[src/sv/reot_pkg.sv]
`timescale 1ns / 1ps

package reot_pkg;

  localparam int CFG_INDEX_W = 3;
  localparam int BLOCKER_W   = 10;

  localparam logic [CFG_INDEX_W-1:0] REG_RAY_START_X   = 3'd0;
  localparam logic [CFG_INDEX_W-1:0] REG_RAY_START_Z   = 3'd1;
  localparam logic [CFG_INDEX_W-1:0] REG_RAY_END_X     = 3'd2;
  localparam logic [CFG_INDEX_W-1:0] REG_RAY_END_Z     = 3'd3;
  localparam logic [CFG_INDEX_W-1:0] REG_COLLINEAR_CHK = 3'd4;

  typedef struct packed {
    logic load;
    logic mul;
    logic commit;
  } reot_cmd_t;

  typedef struct packed {
    logic last;
    logic out_free;
  } reot_sts_t;

endpackage

[src/sv/reot_ctrl.sv]
`timescale 1ns / 1ps

module reot_ctrl
  import reot_pkg::*;
(
  input  logic      clk,
  input  logic      rst,
  input  logic      in_valid,
  output logic      in_ready,
  input  reot_sts_t sts,
  output reot_cmd_t cmd
);

  typedef enum logic [1:0] {
    ST_IDLE,
    ST_MUL,
    ST_DEC
  } state_t;

  state_t state;
  logic   commit_ok;

  assign in_ready  = (state == ST_IDLE);
  assign commit_ok = !sts.last || sts.out_free;

  always_comb begin
    cmd.load   = (state == ST_IDLE) && in_valid;
    cmd.mul    = (state == ST_MUL);
    cmd.commit = (state == ST_DEC) && commit_ok;
  end

  always_ff @(posedge clk) begin
    if (rst) begin
      state <= ST_IDLE;
    end else begin
      unique case (state)
        ST_IDLE: begin
          if (in_valid) begin
            state <= ST_MUL;
          end
        end
        ST_MUL: begin
          state <= ST_DEC;
        end
        ST_DEC: begin
          if (commit_ok) begin
            state <= ST_IDLE;
          end
        end
        default: begin
          state <= ST_IDLE;
        end
      endcase
    end
  end

endmodule

[config.mk]
export PLATFORM = sky130hd
export DESIGN_NAME = reot_ctrl
export DESIGN_NICKNAME = d
export VERILOG_FILES = /design/src/sv/reot_pkg.sv /design/src/sv/reot_ctrl.sv
export SDC_FILE = /design/constraint.sdc
export NUM_CORES = 1
export LEC_CHECK = 0
export BUFFER_PORTS_ARGS = -buffer_cell sky130_fd_sc_hd__buf_2
export CAP_MARGIN = 20
export CORE_AREA = 2 2 39 41
export CTS_BUF_LIST = sky130_fd_sc_hd__clkbuf_4 sky130_fd_sc_hd__clkbuf_8
export DETAILED_ROUTE_END_ITERATION = 6
export DIE_AREA = 0 0 41 43
export PLACE_DENSITY = 0.31
export SETUP_SLACK_MARGIN = 0.1
export SLEW_MARGIN = 10
export SYNTH_ARGS = -nofsm -noshare
export SYNTH_HDL_FRONTEND = slang
export SYNTH_SLANG_ARGS = --single-unit
[constraint.sdc]
create_clock -name clk -period 0.9 [get_ports clk]
set_input_delay 0.135 -clock clk [delete_from_list [all_inputs] [get_ports clk]]
set_output_delay 0.135 -clock clk [all_outputs]
set_load 0.05 [all_outputs]
### Word level (Yosys, flattened, before mapping)

Index checks and enable logic that the tools add are counted.

* equal/unequal tests: 4
* reductions and logical operators: 6
* mux-type cells: 3

Operator list (number)
* one-hot mux 2 bit (3 select lines): 1
* 2-to-1 mux 2 bit: 2
* inequality test 2 bit (second input constant): 2
* == test 2 x 1 -> 1 bit (second input constant): 1
* == test 2 bit (second input constant): 1
* logical AND 1 bit: 2
* logical NOT 2 bit: 1
* AND reduction 2 bit: 1
* logical NOT 1 bit: 1
* logical OR 1 bit: 1

* bits of input ports: 5
* bits in registers: 2
* word-level logic and storage cells: 14
* output and inout bits: 4

### Longest topological paths before layout

Gate-level depths: netlist of run 1.

* word-level depth: 4
* mapped depth: 2

### Worst setup path after synthesis of run 1

OpenSTA, ideal clock, no wires.

* path type: register to output
* from: register state[1]
* to: output port cmd[0] in the netlist's numbering
* setup slack: -772 ps
* stages on the path, launching flop included: 2
* data arrival time: 1537 ps
* required time: 765 ps
* cells stage by stage: dfxtp_1 nor3b_1

RTL lines
* from (decl): RTL line reot_ctrl.sv:20 `state_t state;`
* from (signal assigned): RTL line reot_ctrl.sv:34 `state <= ST_IDLE;`
* from (signal assigned): RTL line reot_ctrl.sv:39 `state <= ST_MUL;`
* from (signal assigned): RTL line reot_ctrl.sv:43 `state <= ST_DEC;`
* to (decl): RTL line reot_ctrl.sv:11 `output reot_cmd_t cmd`

==> results by group, run 1 <==
Run status
  – Outcome: finished with violations
  – Failing checks: setup timing

Critical path
  – R2R depth: 3
  – Worst Path Max Fanout: 5
  – Reg2Reg Launch Point: state[1]
  – Endpoint class of the critical path: primary output
  – R2r setup slk: -30 ps
  – Reg2Reg Capture Point: state[1]
  – Crit path DAT: a little under 1000 ps
  – Required time of the worst setup path: ~760 ps
  – Element type at the critical path start: flip-flop
  – Crit path kind: reg2out

Yosys
  – Post-Syn Area: roughly 110 um^2
  – Synthesized netlist cell count: 10
  – Avg Cell Area, Syn: ~11 um^2
  – Seq/Total Area, Yosys: a little under two fifths
  – Share of the synthesized area in the top cell type: between 30% and 40%
  – Top cells by area, synth: dfxtp_1 (38%), and4bb_1 (12%), nor2b_1 (12%)
  – YS warnings: 0
  – Synth cell types: 8
  – Seq cells post-synth: 2
  – Synth area leader: dfxtp_1
  – Synth Net Count: 15

Clock tree
  – Post-CTS Setup Inserts: 0
  – Worst skew pair latency: around 230 ps
  – Clock sinks: 2
  – Clock Root Buffer: clkbuf_4
  – Htree depth: 1
  – Maximum root-to-sink buffer count: 2
  – Post-CTS Hold Fix Bufs: 0
  – Clock slew at reported path FFs: 30 ps
  – Cts bufs inserted: 3
  – CTS tree: done

Cells and area
  – Most frequent cells in the layout: buf_2 (4), clkbuf_4 (3), buf_6 (3)
  – Fill cell count: 150
  – Max reg flops: 2
  – Fin area: between 200 and 300 um^2
  – Post-route insts no fill: 38
  – Biggest registers after layout: state (2)
  – Layout cells sized above 1: around four fifths
  – Fin nets: 29
  – Antenna diodes: 0
  – Commonest non-fill, non-tap cell in the layout: buf_2
  – Biggest register: state
  – Synthesis-to-finish area growth: 138%

Die
  – Initial Util: under 10%
  – Die Y: 43 um
  – Row Count: 14
  – Die area: around 0.0018 mm^2
  – Num ports: 9
  – Die W: 41 um
  – Core Region: ~0.0014 mm^2

Routing
  – DRC: 0
  – Routed vias/inst: 2.95
  – Drt first pass iters: 2
  – Wire length on met3: 47 um
  – Iteration-0 DRC Markers: 1
  – Top Metal Used: met3
  – Met2 WL: 100 um
  – DR vias: around 110
  – Final WL: between 300 and 400 um
  – Metal1 wirelength: 153 um
  – Post-DRT Antenna Nets: 0
  – Average wire per standard cell: about 7.9 um

Min path
  – Worst Hold Depth: 2
  – Worst min-delay path class: in2reg
  – Hold Path Sink: state[0]
  – Hold_sp: rst

Placement
  – Buffers on Ports: 8
  – Placed inst area: between 150 and 200 um^2
  – Gp weighted congestion: ~0.54
  – Dpl hpwl: roughly 240 um
  – Dpl cells: 35

Power and ir drop
  – Pleak: 0.000117 uW
  – Clock group share of total power: a little under half
  – Internal power: a little under 300 uW
  – Switching share of power: ~30%
  – Switch Pwr: between 100 and 150 uW
  – PD cells: 1680 mW/mm^2
  – Peak supply drop: roughly 0.0005 V
  – Comb power frac: 28.4%
  – Sequential power share: 24.5%

STA
  – Post-route setup slack: -201 ps
  – Final Setup Violations: 5
  – Slew Viols, Final: 0
  – Fin crit period: about 1100 ps
  – Worst Clk Skew: roughly 3.6 ps
  – Crit share post-route: 122%
  – Achievable Freq: 908 MHz
  – Final Hold Viols: 0
  – Actual slew at the worst max-slew pin: 215 ps
  – RSZ-0062 raised after global routing: true
  – Slew HR: a little under nine tenths

Run
  – Max Cap Viol: 0

Global route
  – GRT Total Usage: 5.51%
  – Antenna violations before repair: 0
  – First-pass GRT wire length: 572 um
  – Grt ovf: 0
  – Number of global-route vias before repair: ~150
  – Largest net degree at the start of global routing: 6
## critical path, cell delays in order, from the launching register on
cell and delay (ps):
dfxtp_4 360, nor3b_4 200, buf_6 180
## cell families (layout without fill, tap and decap cells)
| family | count (synthesis) | after routing | share of synthesized area, % |
|---|---|---|---|
| compound gates | 1 | 1 | 9.41 |
| buf+inv | 0 | 12 | 0 |
| flops | 2 | 2 | 37.6 |
| simple gates | 7 | 7 | 52.9 |
## final cells by class
type	count	area, um^2	area share, %
timing repair buffer	9	76.3	30.2
tap	16	20.0	7.92
clock buffer	3	22.5	8.91
multi-input combinational	8	88.8	35.1
sequential	2	45.0	17.8
## stage by stage
stage                     hold slack (ps)  power, uW  util (%)  setup slack [ps]  setup TNS (ps)
after floorplan                       199        180         -              -197            -406
after global placement                300        206      14.4             -54.2            -168
after detailed placement              308        208      14.4             -62.2            -215
after CTS                            64.6        442      18.3              -218            -875
after global routing                 75.8        464      18.3              -250           -1030
final                                72.4        425      18.3              -201            -795
## power groups by stage
stage          registers, uW  clock network (uW)  logic (uW)
5_1_grt                  105                 231         128
4_1_cts                  104                 216         122
2_1_floorplan            106                   0        74.6
3_5_place_dp             107                   0         101
3_3_place_gp             106                   0        99.4
6_report                 104                 200         121
## layer usage
layer	global-route usage [%]	up-vias
li1	-	59
met1	5.41	44
met2	6.25	9
met3	4.71	0
met4	6.00	0
met5	0	-
## cells in the mapped netlist
master / n
o21ba_1: 1
nor3b_1: 1
and4bb_1: 1
nor3b_2: 1
and2b_1: 1
dfxtp_1: 2
nor2b_1: 2
nor2_1: 1
## how the worst max path moves through the flow
stage / from / to / slack [ps] / cells past startpoint
finish: state[0] / cmd[2] / -200 / 2
global route: state[0] / cmd[2] / -250 / 2
CTS: state[0] / cmd[2] / -220 / 2
detailed placement: state[0] / cmd[1] / -60 / 2
global placement: state[1] / cmd[1] / -50 / 2
floorplan: state[1] / state[0] / -200 / 2
## what timing repair did
item	4_1_cts	5_1_grt
resized for setup	10	0
pin swaps	0	0
setup endpoints to repair	5	6
Power figures use the tool's default switching activity.
==> run 2: changes to the inputs <==
--- a/config.mk
+++ b/config.mk
@@ -13,6 +13,7 @@
 export DIE_AREA = 0 0 41 43
 export PLACE_DENSITY = 0.31
 export SETUP_SLACK_MARGIN = 0.1
+export SKIP_CTS_REPAIR_TIMING = 1
 export SLEW_MARGIN = 10
 export SYNTH_ARGS = -nofsm -noshare
 export SYNTH_HDL_FRONTEND = slang
==> results by group, run 2 (same netlist as run 1, synthesis figures left out) <==
Run status
  – Outcome: finished with violations
  – Failing checks: setup timing

Clock tree
  – Clock sinks: 2 (unchanged)
  – CTS tree: done
  – Clock Root Buffer: clkbuf_4
  – Worst skew pair latency: 230 ps (about the same)
  – Maximum root-to-sink buffer count: 2 (unchanged)
  – Cts bufs inserted: 3 (unchanged)
  – Htree depth: 1 (unchanged)
  – Clock slew at reported path FFs: 30 ps (about the same)

Critical path
  – Crit path kind: reg2out
  – Worst Path Max Fanout: 5 (unchanged)
  – R2r setup slk: -30 ps (about the same)
  – R2R depth: 3 (unchanged)
  – Endpoint class of the critical path: primary output
  – Reg2Reg Launch Point: state[1]
  – Element type at the critical path start: flip-flop
  – Crit path DAT: 960 ps (about the same)
  – Reg2Reg Capture Point: state[1]
  – Required time of the worst setup path: 760 ps (about the same)

Power and ir drop
  – Pleak: 0.000117 uW (unchanged)
  – PD cells: 1680 mW/mm^2 (about the same)
  – Peak supply drop: 0.000498 V (about the same)

Cells and area
  – Commonest non-fill, non-tap cell in the layout: buf_2
  – Layout cells sized above 1: 81.8% (unchanged)
  – Fin nets: 29 (unchanged)
  – Max reg flops: 2 (unchanged)
  – Biggest register: state
  – Fill cell count: 150 (unchanged)
  – Multi-input gate area: 88.8 um^2 (unchanged)
  – Most frequent cells in the layout: buf_2 (4), clkbuf_4 (3), buf_6 (3)
  – Biggest registers after layout: state (2)
  – Register area: 45.0 um^2 (unchanged)
  – Antenna diodes: 0 (unchanged)
  – Post-route core utilization: 18.3% (unchanged)
  – Synthesis-to-finish area growth: 138% (unchanged)

Die
  – Die area: 0.00176 mm^2 (unchanged)
  – Num ports: 9 (unchanged)
  – Core Region: 0.00138 mm^2 (unchanged)
  – Die W: 41 um (unchanged)
  – Row Count: 14 (unchanged)
  – Die Y: 43 um (unchanged)
  – Initial Util: 7.69% (unchanged)

STA
  – Achievable Freq: 910 MHz (+0.18%)
  – Worst Clk Skew: 3.56 ps (-0.0000700 ps)
  – Final Setup Violations: 5 (unchanged)
  – Slew Viols, Final: 0 (unchanged)
  – Fin crit period: 1100 ps (-1.92 ps)
  – Actual slew at the worst max-slew pin: 215 ps (unchanged)
  – Crit share post-route: 122% (-0.21 points)
  – Post-route setup slack: -199 ps (+1.92 ps)
  – Final Hold Viols: 0 (unchanged)
  – RSZ-0062 raised after global routing: true
  – Slew HR: 85.7% (unchanged)

Min path
  – Worst Hold Depth: 2 (unchanged)
  – Hold Path Sink: state[0]
  – Hold_sp: rst
  – Worst min-delay path class: in2reg

Routing
  – Post-DRT Antenna Nets: 0 (unchanged)
  – Routed vias/inst: 2.95 (unchanged)
  – Final WL: 299 um (-0.66%)
  – Drt first pass iters: 2 (unchanged)
  – DRC: 0 (unchanged)
  – Average wire per standard cell: 7.87 um (-0.66%)
  – Iteration-0 DRC Markers: 1 (unchanged)
  – DR vias: 112 (unchanged)

Global route
  – Largest net degree at the start of global routing: 6 (unchanged)
  – Grt ovf: 0 (unchanged)
  – Number of global-route vias before repair: 145 (-0.68%)
  – First-pass GRT wire length: 545 um (-4.7%)
  – Antenna violations before repair: 0 (unchanged)
  – GRT Total Usage: 5.31% (-0.20 points)

Run
  – Max Cap Viol: 0 (unchanged)

Placement
  – Gp weighted congestion: 0.545 (unchanged)
  – Buffers on Ports: 8 (unchanged)
  – Pre-CTS setup slack: -62.2 ps (unchanged)
  – Dpl hpwl: 236 um (unchanged)
run 2: cell counts in the layout (fill, tap and decap cells not counted):
No cell type changed its count.
run 2: worst max-delay path, cell delays in order, from the launching register on:
cell and delay, ps:
dfxtp_4 360, nor3b_4 200, buf_6 180
run 2: how the worst max path moves through the flow:
| stage | from | end | slack (ps) |
|---|---|---|---|
| 2_1_floorplan | state[1] | state[0] | -200 |
| 3_3_place_gp | state[1] | cmd[1] | -50 |
| 3_5_place_dp | state[0] | cmd[1] | -60 |
| 4_1_cts | state[1] | cmd[1] | -310 |
| 5_1_grt | state[0] | cmd[2] | -250 |
| 6_report | state[0] | cmd[2] | -200 |
run 2: layout make-up:
type	instances	area share, %
timing repair buffer	9	30.2
clock buffer	3	8.91
tap	16	7.92
multi-input combinational	8	35.1
sequential	2	17.8
run 2: where the power goes:
part / leakage [uW] / switching [uW] / internal, uW
logic: 0.0000854 / 64.7 / 55.9
clock network: 0.0000138 / 52.6 / 147
registers: 0.0000175 / 9.89 / 94.2
run 2: metrics by stage:
stage                     TNS [ps]  hold slack (ps)  power [uW]  cell area, um^2  instances
after floorplan               -406              199         180              131         10
after global placement        -168              300         206              199         35
after detailed placement      -215              308         208              199         35
after CTS                    -1210             66.2         423              221         38
after global routing         -1030             75.8         464              253         38
final                         -793             73.9         425              253         38
run 2: per-layer routing:
| layer | wire, um | GRT usage [%] |
|---|---|---|
| met1 | 153 | 5.41 |
| met2 | 99 | 5.63 |
| met3 | 47 | 4.71 |
| met4 | 0 | 6.00 |
| met5 | 0 | 0 |
